==> config.mk <==
export PLATFORM = sky130hd
export DESIGN_NAME = sbr_ctrl
export DESIGN_NICKNAME = d
export VERILOG_FILES = /design/src/rtl/sbr_pkg.sv /design/src/rtl/sbr_ctrl.sv
export SDC_FILE = /design/constraint.sdc
export NUM_CORES = 1
export LEC_CHECK = 0
export BUFFER_PORTS_ARGS = -buffer_cell sky130_fd_sc_hd__buf_2
export CORE_AREA = 10 10 47 49
export DETAILED_ROUTE_END_ITERATION = 16
export DIE_AREA = 0 0 57 59
export PLACE_DENSITY = 0.67
export SYNTH_ARGS = -nofsm -noshare
export SYNTH_HDL_FRONTEND = slang
export SYNTH_SLANG_ARGS = --single-unit
==> constraint.sdc <==
create_clock -name i_clk -period 1.2 [get_ports i_clk]
set_input_delay 0.12 -clock i_clk [delete_from_list [all_inputs] [get_ports i_clk]]
set_output_delay 0.12 -clock i_clk [all_outputs]
set_load 0.05 [all_outputs]
==> src/rtl/sbr_pkg.sv <==
// ============================================================================
// sbr_pkg
// Shared types and constants of the stack blur block.
// ============================================================================
package sbr_pkg;

    localparam int MAX_WIDTH   = 128;
    localparam int MAX_HEIGHT  = 128;
    localparam int MAX_RADIUS  = 32;
    localparam int STORE_DEPTH = MAX_WIDTH * MAX_HEIGHT;
    localparam int IDX_W       = $clog2(STORE_DEPTH);

    // register indexes of the configuration port
    localparam logic [1:0] REG_WIDTH  = 2'd0;
    localparam logic [1:0] REG_HEIGHT = 2'd1;
    localparam logic [1:0] REG_RADIUS = 2'd2;

    // item kinds
    typedef enum logic [1:0] {
        KIND_WRITE = 2'd0,
        KIND_RUN   = 2'd1,
        KIND_READ  = 2'd2,
        KIND_NONE  = 2'd3
    } t_kind;

    // sequencer states
    typedef enum logic [3:0] {
        S_IDLE,
        S_LINE,
        S_INIT_RD,
        S_INIT_ACC,
        S_DIV_GO,
        S_DIV_WAIT,
        S_RD_LO,
        S_RD_NEXT,
        S_RD_HI,
        S_RD_CUR,
        S_CAP,
        S_WR,
        S_LINE_END,
        S_DONE
    } t_state;

    // which sample position the address path forms
    typedef enum logic [2:0] {
        TAP_INIT,   // window fill, offset d
        TAP_LO,     // k - r, leaves the outgoing half
        TAP_NEXT,   // k + 1, moves from incoming to outgoing half
        TAP_HI,     // k + r + 1, enters the window
        TAP_CUR     // k, output position
    } t_tap;

    // clamped configuration
    typedef struct packed {
        logic [7:0] width;
        logic [7:0] height;
        logic [5:0] radius;
    } t_cfg;

    // host access to the pixel store
    typedef struct packed {
        logic             we;
        logic [IDX_W-1:0] idx;
        logic [31:0]      data;
    } t_host;

    // controller to datapath
    typedef struct packed {
        logic run_start;
        logic line_start;
        logic pass_next;
        logic line_next;
        logic rd;
        t_tap tap;
        logic div_start;
        logic wr;
    } t_cmd;

    // datapath to controller
    typedef struct packed {
        logic d_last;
        logic k_last;
        logic line_last;
        logic col;
        logic div_busy;
    } t_stat;

endpackage

==> src/rtl/sbr_ctrl.sv <==
// ============================================================================
// sbr_ctrl
// Sequencer of a blur run: window fill, divide, tap reads, write per pixel.
// ============================================================================
module sbr_ctrl (
    input  logic           i_clk,
    input  logic           i_rst_n,
    input  logic           i_run,
    input  logic           i_q_space,
    input  sbr_pkg::t_stat i_stat,
    output sbr_pkg::t_cmd  o_cmd,
    output logic           o_idle,
    output logic           o_done_push
);

    sbr_pkg::t_state r_state, n_state;

    always_ff @(posedge i_clk) begin
        if (!i_rst_n) begin
            r_state <= sbr_pkg::S_IDLE;
        end else begin
            r_state <= n_state;
        end
    end

    // next state
    always_comb begin
        n_state = r_state;
        case (r_state)
            sbr_pkg::S_IDLE:     if (i_run) n_state = sbr_pkg::S_LINE;
            sbr_pkg::S_LINE:     n_state = sbr_pkg::S_INIT_RD;
            sbr_pkg::S_INIT_RD:  n_state = sbr_pkg::S_INIT_ACC;
            sbr_pkg::S_INIT_ACC: n_state = i_stat.d_last ? sbr_pkg::S_DIV_GO
                                                         : sbr_pkg::S_INIT_RD;
            sbr_pkg::S_DIV_GO:   n_state = sbr_pkg::S_DIV_WAIT;
            sbr_pkg::S_DIV_WAIT: if (!i_stat.div_busy) n_state = sbr_pkg::S_RD_LO;
            sbr_pkg::S_RD_LO:    n_state = sbr_pkg::S_RD_NEXT;
            sbr_pkg::S_RD_NEXT:  n_state = sbr_pkg::S_RD_HI;
            sbr_pkg::S_RD_HI:    n_state = sbr_pkg::S_RD_CUR;
            sbr_pkg::S_RD_CUR:   n_state = sbr_pkg::S_CAP;
            sbr_pkg::S_CAP:      n_state = sbr_pkg::S_WR;
            sbr_pkg::S_WR:       n_state = i_stat.k_last ? sbr_pkg::S_LINE_END
                                                         : sbr_pkg::S_DIV_GO;
            sbr_pkg::S_LINE_END: begin
                if (i_stat.line_last && i_stat.col) begin
                    n_state = sbr_pkg::S_DONE;
                end else begin
                    n_state = sbr_pkg::S_LINE;
                end
            end
            sbr_pkg::S_DONE:     if (i_q_space) n_state = sbr_pkg::S_IDLE;
            default:             n_state = sbr_pkg::S_IDLE;
        endcase
    end

    // commands
    always_comb begin
        o_cmd       = '0;
        o_cmd.tap   = sbr_pkg::TAP_CUR;
        o_idle      = 1'b0;
        o_done_push = 1'b0;
        case (r_state)
            sbr_pkg::S_IDLE: begin
                o_idle          = 1'b1;
                o_cmd.run_start = i_run;
            end
            sbr_pkg::S_LINE:    o_cmd.line_start = 1'b1;
            sbr_pkg::S_INIT_RD: begin
                o_cmd.rd  = 1'b1;
                o_cmd.tap = sbr_pkg::TAP_INIT;
            end
            sbr_pkg::S_DIV_GO:  o_cmd.div_start = 1'b1;
            sbr_pkg::S_RD_LO: begin
                o_cmd.rd  = 1'b1;
                o_cmd.tap = sbr_pkg::TAP_LO;
            end
            sbr_pkg::S_RD_NEXT: begin
                o_cmd.rd  = 1'b1;
                o_cmd.tap = sbr_pkg::TAP_NEXT;
            end
            sbr_pkg::S_RD_HI: begin
                o_cmd.rd  = 1'b1;
                o_cmd.tap = sbr_pkg::TAP_HI;
            end
            sbr_pkg::S_RD_CUR:  o_cmd.rd = 1'b1;
            sbr_pkg::S_WR:      o_cmd.wr = 1'b1;
            sbr_pkg::S_LINE_END: begin
                if (!i_stat.line_last) begin
                    o_cmd.line_next = 1'b1;
                end else if (!i_stat.col) begin
                    o_cmd.pass_next = 1'b1;
                end
            end
            sbr_pkg::S_DONE:    o_done_push = i_q_space;
            default: ;
        endcase
    end

endmodule

======== Word-level counts from Yosys, hierarchy flattened ========
Index checks and enable logic that the tools add are counted.
storage, ports and cells
  word-level logic and storage cells ...... 40
  register bits after elaboration ......... 4
  output and inout port bits .............. 12
  bits of input ports ..................... 9
operators by class
  equality and inequality tests ........... 16
  reductions and logical operators ........ 4
  muxes and demuxes ....................... 19
operators with widths
  kind                                           number
  case mux 4 bit (14 select lines)               1
  == test 4 bit, second input constant           6
  2-to-1 mux 4 bit                               5
  == test 4 x 3 -> 1 bit, second input constant  4
  case mux 3 bit (4 select lines)                1
  2-to-1 mux 1 bit                               10
  == test 4 x 2 -> 1 bit, second input constant  2
  != test 2 bit, second input constant           3
  OR reduction 5 bit                             1
  == test 4 x 1 -> 1 bit, second input constant  1
  zero test 4 bit                                1
  2-to-1 mux 3 bit                               1
  AND reduction 3 bit                            1
  2-to-1 mux 2 bit                               1
  logical AND 1 bit                              1

======== Depth between registers and ports, before layout ========
  depth after elaboration ................. 3
  depth in mapped cells ................... 6

======== Worst setup path after synthesis ========
No wires, ideal clock.
  kind .................................... register to output
  from .................................... register r_state[3]
  to ...................................... output o_cmd[9] (netlist name)
  path slack .............................. -1.644 ns
  buffers on the path ..................... 1
  data required time ...................... 1.080 ns
  data arrival time ....................... 2.724 ns
  stages on the path, launching flop included .. 4
  cells stage by stage .................... dfxtp_1 buf_2 nor4_1 and2_1
RTL lines
  element                 line            source
  start, declared         sbr_ctrl.sv:16  sbr_pkg::t_state r_state, n_state;
  start signal, assigned  sbr_ctrl.sv:20  r_state <= sbr_pkg::S_IDLE;
  start signal, assigned  sbr_ctrl.sv:22  r_state <= n_state;
  end, declared           sbr_ctrl.sv:11  output sbr_pkg::t_cmd o_cmd,

==> summary.txt <==
Top layer in use: met4
Clk pwr share: 23.8%
Initial antenna violation count: 0
Root Driver: clkbuf_4
Post-Route Hold Slack: 163 ps
Avg WL per Cell: 15.5 um
DRC: 0
Setup WS pre-CTS: -190 ps
Final core utilization: 73.8%
Sw frac: 39.8%
Ys flop type: dfxtp_1
Hold Path Cell Cnt: 2
Gr ovfl total: 0
Die H: 59 um
Failing checks: setup timing
Pins Over Slew Limit: 0
Top reg by flops: r_state
Met2 routed WL: 996 um
Core area: 1400 um^2
Path depth of the worst reg2reg path: 6
Largest net degree at the start of global routing: 8
Post-DP HPWL: 1220 um
Min cycle time layout: 1430 ps
Number of global-route vias before repair: 725
Overall power: 0.684 mW
Layout Area Growth over Synthesis: 136%
Syn. warnings: 0
Post-route antenna net violation count: 0
Multiplexer share of the synthesized area: 0%
Simple-gate share of the synthesized area: 43.6%
Post-synth EDFFs: 0
Final #Nets: 117
Reg power frac: 23.3%
Setup CP Type: flop to primary output
Clock slew at reported path FFs: 40 ps
Final Worst Setup Slack: -225 ps
Vias post-DR: 637
Tightest Pin Transition: 276 ps
Required time of the worst setup path: 1080 ps
Synth Area in XOR/XNOR: 0%
Worst hold path type: input port to flop
Synthesized area: 439 um^2
Largest cells by area after synthesis: dfxtp_1 (18%), nand2_1 (7.7%), nor2b_1 (7.1%)
Synth Area in Adders: 0%
Complex-gate fraction of the synthesized area: 27.9%
Largest family of logic cells by synthesized area: simple AND/OR/NAND/NOR gates
Leak: 0.453 nW
Syn Area/Cell: 6.97 um^2
Rows: 14
FFs w/ async S/R, synth: 0%
Period utilization: 119%
Finished Layout Cells: 122
#FFs+latches synth: 4
Slew margin rel.: 81.6%
# IOs: 21
Placement Cell Area: 718 um^2
Inst Count DP: 106
Max FFs per register: 4
Largest area contributor in the netlist: dfxtp_1
CTS H-tree lvls: 1
Data arrival, critical path: 1310 ps
Final instance area: 1030 um^2
Worst-Skew Late Latency: 230 ps
Syn nets: 72
Max-cap violations: 0
Wire length on met3: 104 um
Endpoint class of the critical path: primary output
CP Launch Type: flop
Final Hold Fails: 0
CP Max Fanout: 7
Die W: 57 um
Most frequent cell after synthesis: nand2_1
Final setup vio count: 15
1st-iter DRT viols: 9
First-pass GRT wire length: 3180 um
Biggest regs: r_state x4
IO Port Bufs: 20
Synth top cells by count: nand2_1 (9), nor2_1 (8), nor2b_1 (5), o21ai_0 (5)
Total CTS buffers: 3
Synth Instances: 63
Vias per inst: 5.22
Net load switching power: 0.272 mW
Number of inserted diodes: 0
Fillers: 116
DRT met1 WL: 750 um
Status: finished, violations left
Placer Congestion: 0.781
Initial DRT Pass Iterations: 4
Clock skew: 0.934 ps
Layout cell share with drive strength beyond 1: 78.3%
Area share of the largest cell type after synthesis: 18.2%
Power per cell area: 661 nW/um^2
RSZ-0062 raised after global routing: true
Max Freq: 702 MHz
Initial Utilization: 31.3%
Register area share after synthesis: 18.2%
Gate power share: 52.9%
Fin Setup TNS: -2280 ps
Clk sinks: 4
Internal power: 0.412 mW
Die area: 3360 um^2
CTS tree: built
Global-route usage over all layers: 11.6%
Clk buf depth: 2
Worst VDD drop: 0.417 mV
Total Wirelength: 1890 um
Netlist cell types: 27
## power by group through the flow
stage	clock, mW	combinational [mW]	sequential, mW
floorplan	0	0.214	0.151
global placement	0	0.267	0.168
detailed placement	0	0.272	0.168
CTS	0.167	0.340	0.161
global route	0.187	0.387	0.161
finish	0.163	0.362	0.159
## cells in the final DEF, fill, tap and decap left out
master,instances
a2111oi_4,1
a21oi_1,1
a21oi_2,3
and2_4,1
and3_4,1
and4b_1,1
and4bb_2,1
buf_2,9
buf_4,17
buf_6,16
buf_8,3
clkbuf_4,3
dfxtp_4,4
inv_2,2
nand2_1,3
nand2_2,5
nand2_4,1
nand2b_1,1
nand3_1,2
nand3b_1,1
nor2_1,6
nor2_4,2
nor2b_4,5
nor3_4,1
nor3b_4,1
nor4_2,1
nor4_4,2
o211ai_1,1
o211ai_2,1
o21a_1,1
o21ai_0,1
o21ai_1,4
o21ai_4,1
o21bai_4,1
o311a_1,1
or3_4,1
## cells by family after synthesis
group,Yosys count
compound gates,16
simple gates,36
buf+inv,7
flops,4
## final timing paths
path / slack, ps / endpoint / from
max: -230 / o_cmd[9] / r_state[2]
min: 160 / r_state[3] / i_rst_n
max reg2reg: -200 / r_state[0] / r_state[2]
min reg2reg: 720 / r_state[1] / r_state[1]
## worst max-delay path: stages (launching register included)
cell,delay (ps)
dfxtp_4,360
buf_6,120
nor4_4,260
and2_4,180
buf_8,140
## cell type report
cell class                 count  area, um^2  share of cell area, %
tap                           16        20.0                   1.93
timing repair buffer          45         398                   38.5
multi-input combinational     52         492                   47.5
sequential                     4        95.1                   9.19
clock buffer                   3        22.5                   2.18
inverter                       2        7.51                  0.726
## timing repair
action	CTS	global route
setup endpoints to repair	16	16
buffers inserted	12	2
gates resized for setup	54	11
pin swaps	12	8
hold buffers	0	0
hold endpoints to repair	0	0
## layer usage
layer / vias up / track usage (%)
li1: 311 / -
met1: 295 / 11.7
met2: 25 / 20.6
met3: 6 / 3.22
met4: 0 / 7.38
met5: - / 0
Power figures use the tool's default switching activity.
